**src/rtl/core/ats_pkg.sv**
```systemverilog
package ats_pkg;

    localparam int MAX_CITIES = 64;
    localparam int CITY_BITS = $clog2(MAX_CITIES);
    localparam int COUNT_BITS = 7;
    localparam int DIST_BITS = 16;
    localparam int LEN_BITS = 22;
    localparam int TEMP_BITS = 48;
    localparam int FRAC_BITS = 32;
    localparam int QUOT_BITS = 21;
    localparam int ITER_BITS = 5;
    localparam int CFG_BITS = 48;
    localparam int CFG_INDEX_BITS = 2;

    localparam logic [LEN_BITS-1:0] LEN_MAX = {LEN_BITS{1'b1}};
    localparam logic [COUNT_BITS-1:0] RESET_COUNT = 7'd64;
    localparam logic [TEMP_BITS-1:0] RESET_TEMP = 48'd42949672960000;
    localparam logic [FRAC_BITS-1:0] RESET_RATE = 32'd4294537800;
    localparam logic [TEMP_BITS-1:0] RESET_FINAL = 48'd42950;

    typedef enum logic [1:0] {
        OP_LOAD  = 2'd0,
        OP_START = 2'd1,
        OP_STEP  = 2'd2,
        OP_READ  = 2'd3
    } op_t;

    typedef enum logic [1:0] {
        STAT_OK       = 2'd0,
        STAT_BAD_POS  = 2'd1,
        STAT_FINISHED = 2'd2
    } stat_t;

    typedef enum logic [CFG_INDEX_BITS-1:0] {
        REG_CITY_COUNT = 2'd0,
        REG_INIT_TEMP  = 2'd1,
        REG_COOL_RATE  = 2'd2,
        REG_FINAL_TEMP = 2'd3
    } reg_index_t;

    typedef enum logic [1:0] {
        TSEL_P1,
        TSEL_P2,
        TSEL_IDX
    } tsel_t;

    typedef enum logic [1:0] {
        WD_RD,
        WD_T1,
        WD_T2
    } wsel_t;

    typedef enum logic [4:0] {
        S_IDLE,
        S_DISPATCH,
        S_RD_WAIT,
        S_SW_RD1,
        S_SW_RD2,
        S_SW_WR1,
        S_SW_WR2,
        S_LEN_RD,
        S_LEN_CITY,
        S_LEN_ACC,
        S_DECIDE,
        S_DIV,
        S_EXP,
        S_JUDGE,
        S_UNDO1,
        S_UNDO2,
        S_COOL1,
        S_COOL2,
        S_DONE
    } state_t;

    typedef struct packed {
        logic  latch_in;
        logic  dist_wr;
        logic  start_init;
        tsel_t tour_rsel;
        logic  tour_wr;
        logic  tour_wr_p2;
        wsel_t tour_wsel;
        logic  cap_t1;
        logic  cap_t2;
        logic  cap_city;
        logic  len_clear;
        logic  len_city;
        logic  len_acc;
        logic  len_inc;
        logic  len_to_cur;
        logic  take_swap;
        logic  set_status;
        stat_t status_code;
        logic  div_init;
        logic  div_step;
        logic  exp_init;
        logic  exp_step;
        logic  cool1;
        logic  cool2;
        logic  out_load;
    } ats_cmd_t;

    typedef struct packed {
        op_t  op;
        logic finished_now;
        logic pos_bad;
        logic idx_zero;
        logic idx_at_end;
        logic nl_less;
        logic cur_pos;
        logic reject_big;
        logic iter_last;
        logic p_gt_u;
    } ats_status_t;

    // floor(2^32 * exp(-2^(i-16))) for each bit i of the Q16 exponent argument.
    function automatic logic [FRAC_BITS-1:0] exp_factor(input logic [ITER_BITS-1:0] i);
        logic [FRAC_BITS-1:0] f;
        case (i)
            5'd0:    f = 32'd4294901760;
            5'd1:    f = 32'd4294836225;
            5'd2:    f = 32'd4294705159;
            5'd3:    f = 32'd4294443039;
            5'd4:    f = 32'd4293918847;
            5'd5:    f = 32'd4292870655;
            5'd6:    f = 32'd4290775039;
            5'd7:    f = 32'd4286586874;
            5'd8:    f = 32'd4278222805;
            5'd9:    f = 32'd4261543595;
            5'd10:   f = 32'd4228379999;
            5'd11:   f = 32'd4162825044;
            5'd12:   f = 32'd4034748382;
            5'd13:   f = 32'd3790295335;
            5'd14:   f = 32'd3344923893;
            5'd15:   f = 32'd2605029347;
            5'd16:   f = 32'd1580030168;
            5'd17:   f = 32'd581260615;
            5'd18:   f = 32'd78665070;
            5'd19:   f = 32'd1440801;
            5'd20:   f = 32'd483;
            default: f = '0;
        endcase
        return f;
    endfunction

endpackage

```
**src/rtl/core/ats_ctrl.sv**
```systemverilog
module ats_ctrl (
    input  logic                 clk,
    input  logic                 rst_n,
    input  logic                 in_valid,
    output logic                 in_stall,
    output logic                 out_valid,
    input  logic                 out_stall,
    input  ats_pkg::ats_status_t sts,
    output ats_pkg::ats_cmd_t    cmd
);

    ats_pkg::state_t state_reg, state_next;
    logic out_valid_reg, out_valid_next;

    always_ff @(posedge clk or negedge rst_n)
    begin
        if (!rst_n)
        begin
            state_reg <= ats_pkg::S_IDLE;
            out_valid_reg <= 1'b0;
        end
        else
        begin
            state_reg <= state_next;
            out_valid_reg <= out_valid_next;
        end
    end

    assign in_stall = (state_reg != ats_pkg::S_IDLE);
    assign out_valid = out_valid_reg;

    always_comb
    begin
        state_next = state_reg;
        cmd = '0;
        cmd.tour_rsel = ats_pkg::TSEL_IDX;
        cmd.tour_wsel = ats_pkg::WD_RD;
        cmd.status_code = ats_pkg::STAT_OK;
        out_valid_next = out_valid_reg && out_stall;
        case (state_reg)
            ats_pkg::S_IDLE:
            begin
                if (in_valid)
                begin
                    cmd.latch_in = 1'b1;
                    state_next = ats_pkg::S_DISPATCH;
                end
            end
            ats_pkg::S_DISPATCH:
            begin
                case (sts.op)
                    ats_pkg::OP_LOAD:
                    begin
                        cmd.dist_wr = 1'b1;
                        state_next = ats_pkg::S_DONE;
                    end
                    ats_pkg::OP_START:
                    begin
                        cmd.start_init = 1'b1;
                        cmd.len_clear = 1'b1;
                        state_next = ats_pkg::S_LEN_RD;
                    end
                    ats_pkg::OP_STEP:
                    begin
                        if (sts.finished_now)
                        begin
                            cmd.set_status = 1'b1;
                            cmd.status_code = ats_pkg::STAT_FINISHED;
                            state_next = ats_pkg::S_DONE;
                        end
                        else if (sts.pos_bad)
                        begin
                            cmd.set_status = 1'b1;
                            cmd.status_code = ats_pkg::STAT_BAD_POS;
                            state_next = ats_pkg::S_DONE;
                        end
                        else
                        begin
                            state_next = ats_pkg::S_SW_RD1;
                        end
                    end
                    default:
                    begin
                        cmd.tour_rsel = ats_pkg::TSEL_P1;
                        state_next = ats_pkg::S_RD_WAIT;
                    end
                endcase
            end
            ats_pkg::S_RD_WAIT:
            begin
                cmd.cap_city = 1'b1;
                state_next = ats_pkg::S_DONE;
            end
            ats_pkg::S_SW_RD1:
            begin
                cmd.tour_rsel = ats_pkg::TSEL_P1;
                state_next = ats_pkg::S_SW_RD2;
            end
            ats_pkg::S_SW_RD2:
            begin
                cmd.tour_rsel = ats_pkg::TSEL_P2;
                cmd.cap_t1 = 1'b1;
                state_next = ats_pkg::S_SW_WR1;
            end
            ats_pkg::S_SW_WR1:
            begin
                cmd.cap_t2 = 1'b1;
                cmd.tour_wr = 1'b1;
                cmd.tour_wsel = ats_pkg::WD_RD;
                state_next = ats_pkg::S_SW_WR2;
            end
            ats_pkg::S_SW_WR2:
            begin
                cmd.tour_wr = 1'b1;
                cmd.tour_wr_p2 = 1'b1;
                cmd.tour_wsel = ats_pkg::WD_T1;
                cmd.len_clear = 1'b1;
                state_next = ats_pkg::S_LEN_RD;
            end
            ats_pkg::S_LEN_RD:
            begin
                state_next = ats_pkg::S_LEN_CITY;
            end
            ats_pkg::S_LEN_CITY:
            begin
                cmd.len_city = 1'b1;
                if (sts.idx_zero)
                begin
                    cmd.len_inc = 1'b1;
                    state_next = ats_pkg::S_LEN_RD;
                end
                else
                begin
                    state_next = ats_pkg::S_LEN_ACC;
                end
            end
            ats_pkg::S_LEN_ACC:
            begin
                cmd.len_acc = 1'b1;
                if (!sts.idx_at_end)
                begin
                    cmd.len_inc = 1'b1;
                    state_next = ats_pkg::S_LEN_RD;
                end
                else if (sts.op == ats_pkg::OP_START)
                begin
                    state_next = ats_pkg::S_DONE;
                end
                else
                begin
                    state_next = ats_pkg::S_DECIDE;
                end
            end
            ats_pkg::S_DECIDE:
            begin
                if (sts.nl_less)
                begin
                    cmd.take_swap = 1'b1;
                    state_next = ats_pkg::S_COOL1;
                end
                else if (sts.cur_pos && !sts.reject_big)
                begin
                    cmd.div_init = 1'b1;
                    state_next = ats_pkg::S_DIV;
                end
                else
                begin
                    state_next = ats_pkg::S_UNDO1;
                end
            end
            ats_pkg::S_DIV:
            begin
                cmd.div_step = 1'b1;
                if (sts.iter_last)
                begin
                    cmd.exp_init = 1'b1;
                    state_next = ats_pkg::S_EXP;
                end
            end
            ats_pkg::S_EXP:
            begin
                cmd.exp_step = 1'b1;
                if (sts.iter_last)
                begin
                    state_next = ats_pkg::S_JUDGE;
                end
            end
            ats_pkg::S_JUDGE:
            begin
                if (sts.p_gt_u)
                begin
                    cmd.take_swap = 1'b1;
                    state_next = ats_pkg::S_COOL1;
                end
                else
                begin
                    state_next = ats_pkg::S_UNDO1;
                end
            end
            ats_pkg::S_UNDO1:
            begin
                cmd.tour_wr = 1'b1;
                cmd.tour_wsel = ats_pkg::WD_T1;
                state_next = ats_pkg::S_UNDO2;
            end
            ats_pkg::S_UNDO2:
            begin
                cmd.tour_wr = 1'b1;
                cmd.tour_wr_p2 = 1'b1;
                cmd.tour_wsel = ats_pkg::WD_T2;
                state_next = ats_pkg::S_COOL1;
            end
            ats_pkg::S_COOL1:
            begin
                cmd.cool1 = 1'b1;
                state_next = ats_pkg::S_COOL2;
            end
            ats_pkg::S_COOL2:
            begin
                cmd.cool2 = 1'b1;
                state_next = ats_pkg::S_DONE;
            end
            ats_pkg::S_DONE:
            begin
                // The output register is reused only once its last transfer is done.
                if (!(out_valid_reg && out_stall))
                begin
                    cmd.out_load = 1'b1;
                    out_valid_next = 1'b1;
                    state_next = ats_pkg::S_IDLE;
                end
            end
            default:
            begin
                state_next = ats_pkg::S_IDLE;
            end
        endcase
        // A start item stores the summed length as the current length.
        cmd.len_to_cur = (state_reg == ats_pkg::S_LEN_ACC) && sts.idx_at_end
                         && (sts.op == ats_pkg::OP_START);
    end

endmodule

```
**config.mk**
```make
export PLATFORM = sky130hd
export DESIGN_NAME = ats_ctrl
export DESIGN_NICKNAME = d
export VERILOG_FILES = /design/src/rtl/core/ats_pkg.sv /design/src/rtl/core/ats_ctrl.sv
export SDC_FILE = /design/constraint.sdc
export NUM_CORES = 1
export LEC_CHECK = 0
export ABC_AREA = 1
export BUFFER_PORTS_ARGS = -buffer_cell sky130_fd_sc_hd__buf_2
export CORE_MARGIN = 2
export CORE_UTILIZATION = 44
export DETAILED_ROUTE_END_ITERATION = 8
export MAX_ROUTING_LAYER = met4
export PLACE_DENSITY = 0.79
export SKIP_CTS_REPAIR_TIMING = 1
export SLEW_MARGIN = 20
export SYNTH_ARGS = -nofsm -noshare
export SYNTH_HDL_FRONTEND = slang
export SYNTH_SLANG_ARGS = --single-unit
```
**constraint.sdc**
```tcl
create_clock -name clk -period 1.5 [get_ports clk]
set_input_delay 0.075 -clock clk [delete_from_list [all_inputs] [get_ports clk]]
set_output_delay 0.075 -clock clk [all_outputs]
set_load 0.01 [all_outputs]
```
# Word level (Yosys, flattened, before mapping)
# Index checks and enable logic that the tools add are counted.
[totals]
reg_bits = 6
input_bits = 15
out_inout_bits = 30
wordCells = 91
[op_classes]
eq_ne = 24
n_mux = 51
reduce_logical = 14
[ops]
columns = ["cell", "count"]
rows = [
  ["$pmux W5 S18", 1],
  ["$mux W5", 10],
  ["$eq A5 B4 Y1 const B", 8],
  ["$mux W1", 25],
  ["$eq A5 B3 Y1 const B", 4],
  ["$eq A5 B5 Y1 const B", 3],
  ["$mux W3", 5],
  ["$pmux W5 S3", 1],
  ["$eq A5 B2 Y1 const B", 2],
  ["$ne A2 B2 Y1 const B", 4],
  ["$mux W2", 3],
  ["$pmux W1 S2", 3],
  ["$pmux W2 S3", 1],
  ["$reduce_or A2 Y1", 3],
  ["$eq A5 B1 Y1 const B", 1],
  ["$logic_not A5 Y1", 1],
  ["$reduce_bool A5 Y1", 1],
  ["$logic_and A1 B1 Y1", 4],
  ["$mux W4", 1],
  ["$pmux W2 S2", 1],
  ["$reduce_and A4 Y1", 1],
  ["$reduce_or A4 Y1", 1],
  ["$reduce_or A3 Y1", 1],
  ["$eq A2 B1 Y1 const B", 1],
  ["3 further kinds", 3],
]

# Logic depth before layout (Yosys ltp)
[depth]
word_depth = 5
ltp_mapped = 11
depth_no_buf = 10

# Least setup slack after synthesis
# Ideal clock, no wire load.
[synth_timing]
kind = "register to register"
startpoint = "register state_reg[2]"
endpoint = "register state_reg[0]"
setup_time_ns = 0.117
arrival_time_ns = 1.173
required_ns = 1.383
setup_slack_ns = 0.210
path_stages_with_launch = 9
n_path_buf = 0
period_less_slack_ns = 1.290
cell_sequence = "dfrtp_1 > nor2_4 > nand2_4 > inv_1 > nand2_1 > o21ai_0 > nor2_1 > nand2_1 > nand2_1"
[synth_via]
elab_chain_len = 3
word_cells_on_any_way = 26
cone_classes = "eq/ne: 22; mux: 1; reduce/logical: 3"
[synth_lines]
columns = ["element", "line", "rtl"]
rows = [
  ["start, declared", "ats_ctrl.sv:12", "ats_pkg::state_t state_reg, state_next;"],
  ["start signal, assigned", "ats_ctrl.sv:19", "state_reg <= ats_pkg::S_IDLE;"],
  ["start signal, assigned", "ats_ctrl.sv:24", "state_reg <= state_next;"],
  ["$eq A5 B5 Y1, or another cell as far along", "ats_ctrl.sv:40", "case (state_reg)"],
  ["$reduce_or A2 Y1 (no source line) / $ne A2 B2 Y1 (equally long branches)", "-", ""],
  ["$pmux W5 S18 / $reduce_and A4 Y1 (equally long branches)", "-", ""],
]
# Several ways; a longest one is shown, not always the timed one.
# A chain may end at the register's enable or synchronous reset.

==> impl_metrics.toml <==
[global_routing]
grtUsageMet3_pct = 3.46
grt_pass1_wl_um = 3680
antenna_found_initial = 0
grt_max_degree = 9
grt_pass1_vias = 930
use_met1_pct = 29.8
top_usage_layer = "met2"
use_met2_pct = 40.0
grt_overflow = 0
grtUsageTotal_pct = 23.9

[power]
p_comb_share_pct = 73.3
power_switching_uw = 1010
power.leakage_uw = 0.000882
irDropWorstVdd_v = 0.00113
intPower_uw = 880
power.density_nw_per_um2 = 1470
p_seq_share_pct = 18.3
p_clk_share_pct = 8.4
switching_share_pct = 53.5

[routing]
dr_total_vias = 1170
dr.pass1.iters = 4
drt_iter0_drc = 56
vias_per_cell = 4.90
wl_um = 2830
wl_per_cell_um = 11.9
antenna_left = 0
drc = 0

[sta]
fmax_mhz = 618
fin_tns_setup_ns = -0.895
finalCriticalPeriod_ns = 1.62
post-route-period-util_pct = 108
slew_viol_final = 0
setup_ws_ns = -0.119
setup_viol = 16
final-hold-violation-count = 0
finalClockSkew_ns = 0.00838
slew_headroom_pct = 77.3
whs_ns = 0.0378
worstMarginPinSlew_ns = 0.341
rsz0062_at_grt = "true"

[worst_hold_path]
hold_class = "in2reg"
whs_path_depth = 3
worstHoldStart = "out_stall"
min_to = "out_valid"

[place]
port_buffers = 44
dpl.hpwl_um = 2000
dp_slack_ns = 0.0664
place_area_um2 = 1040
dp_cells = 221
place.gp.congestion = 1.02

[final_layout]
fin_area_um2 = 1290
layout-drive-gt1-share_pct = 46.7
largest_reg_flops = 5
syn2layout_area_growth_pct = 58.9
n_fill_cell = 145
n_antenna_cell = 0
nNetsFinal = 231
instances_no_fill = 239

[die]
die_w_um = 47.0
io_pins = 45
core-area_um2 = 1730
rows = 15
dieArea_um2 = 2210
die_height_um = 47.0
initial_utilization_pct = 47.0

[synth]
synthTopCellsByCount = "nand2_1, inv_1, nor2_1"
synthCells = 154
yosysWarnings = 0
synth_ff_type = "dfrtp_1"
synth.top_cell.area_share_pct = 19.4
seq_area_frac_synth_pct = 18.5
yosysTopAreaCell = "nand2_1"
synth-edff-count = 0
synth_nets = 169
yosysMostFrequentCell = "nand2_1"
synth_compound_area_share_pct = 5.39
muxShareOfSynthArea_pct = 0
synth_xor_xnor_area_share_pct = 0
yosysUniqueCellTypes = 20
netlist_area_um2 = 812
syn_area_per_cell_um2 = 5.27
synth_top_family_by_area = "simple AND/OR/NAND/NOR gates"
synthArstFlopShare_pct = 100
synth-seq-cells = 6
synth-simple-area-share_pct = 55.8
synth_fa_ha_area_share_pct = 0
synthTopCellsByArea = "nand2_1, dfrtp_1, inv_1"

[setup_path]
rr_endpoint = "state_reg[1]"
cp_common_cell = "nor2_4"
arrival_ns = 1.54
r2r-start = "state_reg[3]"
cp_data_required_time_ns = 1.42
crit_fanout = 5
reg2reg_slack_ns = 0
cp_slowest_cell = "dfrtp_2"
cp_slowest_stage_delay_ns = 0.44
reg2reg_depth = 8
crit_type = "reg2out"
critPathLaunchType = "register"
path_cells = "nor2_4, nand2_4, nor2_4, inv_2, nor2_4, inv_2, nor2_1, buf_2"
end_kind = "primary output"

[run_status]
violations = "negative setup slack"
outcome = "finished with violations"

[clock_network]
clock-root-buffer = "clkbuf_4"
clock_latency_ns = 0.26
numCtsBuffers = 3
clock-sinks = 6
path_clk_slew_ns = 0.05
tritoncts = "yes"
cts_buffer_depth = 2
cts_max_level = 1

[flow_run]
maxCapViolations = 0
==> critical path, delay by kind of cell, from the launching register on <==
kind	cells	cell delay (ns)
flops	1	0.44
buf+inv	3	0.26
simple gates	5	0.60
==> how the worst max path moves through the flow <==
stage                       startpoint           end  slack [ns]
after floorplan           state_reg[2]  state_reg[0]        0.21
after global placement    state_reg[2]  state_reg[2]         0.1
after detailed placement  state_reg[4]  state_reg[2]        0.07
after CTS                 state_reg[2]        cmd[7]       -0.16
after global routing      state_reg[2]        cmd[7]       -0.19
final                     state_reg[3]        cmd[8]       -0.12
==> layout by cell type, fill, tap and decap left out, types with 3 or more instances in the layout <==
master,Yosys,final
nand4_1,4,4
nand2_1,42,36
dfrtp_2,0,4
nor3_2,0,3
nor2_1,24,21
nand3_1,14,12
nor2_4,3,6
inv_2,6,12
clkbuf_4,0,3
buf_4,1,12
nand2_4,1,4
nand2_2,2,5
inv_1,33,26
o21ai_0,5,3
buf_2,0,43
==> metal layers <==
| metal | share of wire (%) | routed length [um] |
|---|---|---|
| met5 | 0 | 0 |
| met4 | 2.5 | 72 |
| met3 | 6.0 | 170 |
| met2 | 50 | 1420 |
| met1 | 41 | 1170 |
==> stage by stage <==
step / total power [uW] / utilization (%)
after floorplan: 1040 / -
after global placement: 1300 / 60.5
after detailed placement: 1310 / 60.5
after CTS: 1470 / 61.8
after global routing: 2020 / 74.7
final: 1890 / 74.7
==> logic make-up (layout without fill, tap and decap cells) <==
logic type | count (synthesis) | after routing
and+or+nand+nor | 99 | 99
buffers and inverters | 41 | 101
AOI/OAI and AO/OA | 8 | 8
DFF | 6 | 6
==> cell type report <==
cell class                 instances  area, um2  share of cell area (%)
tap                               25       31.3                    2.42
clock buffer                       3       22.5                    1.75
timing repair buffer              59        358                    27.7
multi-input combinational        107        574                    44.5
inverter                          39        149                    11.5
sequential                         6        155                    12.0
==> power by group through the flow <==
stage	Clock (uW)	Combinational (uW)	Sequential, uW
after floorplan	0	748	289
after global placement	0	982	313
after detailed placement	0	988	319
after CTS	158	994	317
after global routing	162	1510	348
final	160	1390	345
No activity file was read; power rests on OpenSTA's default activity.
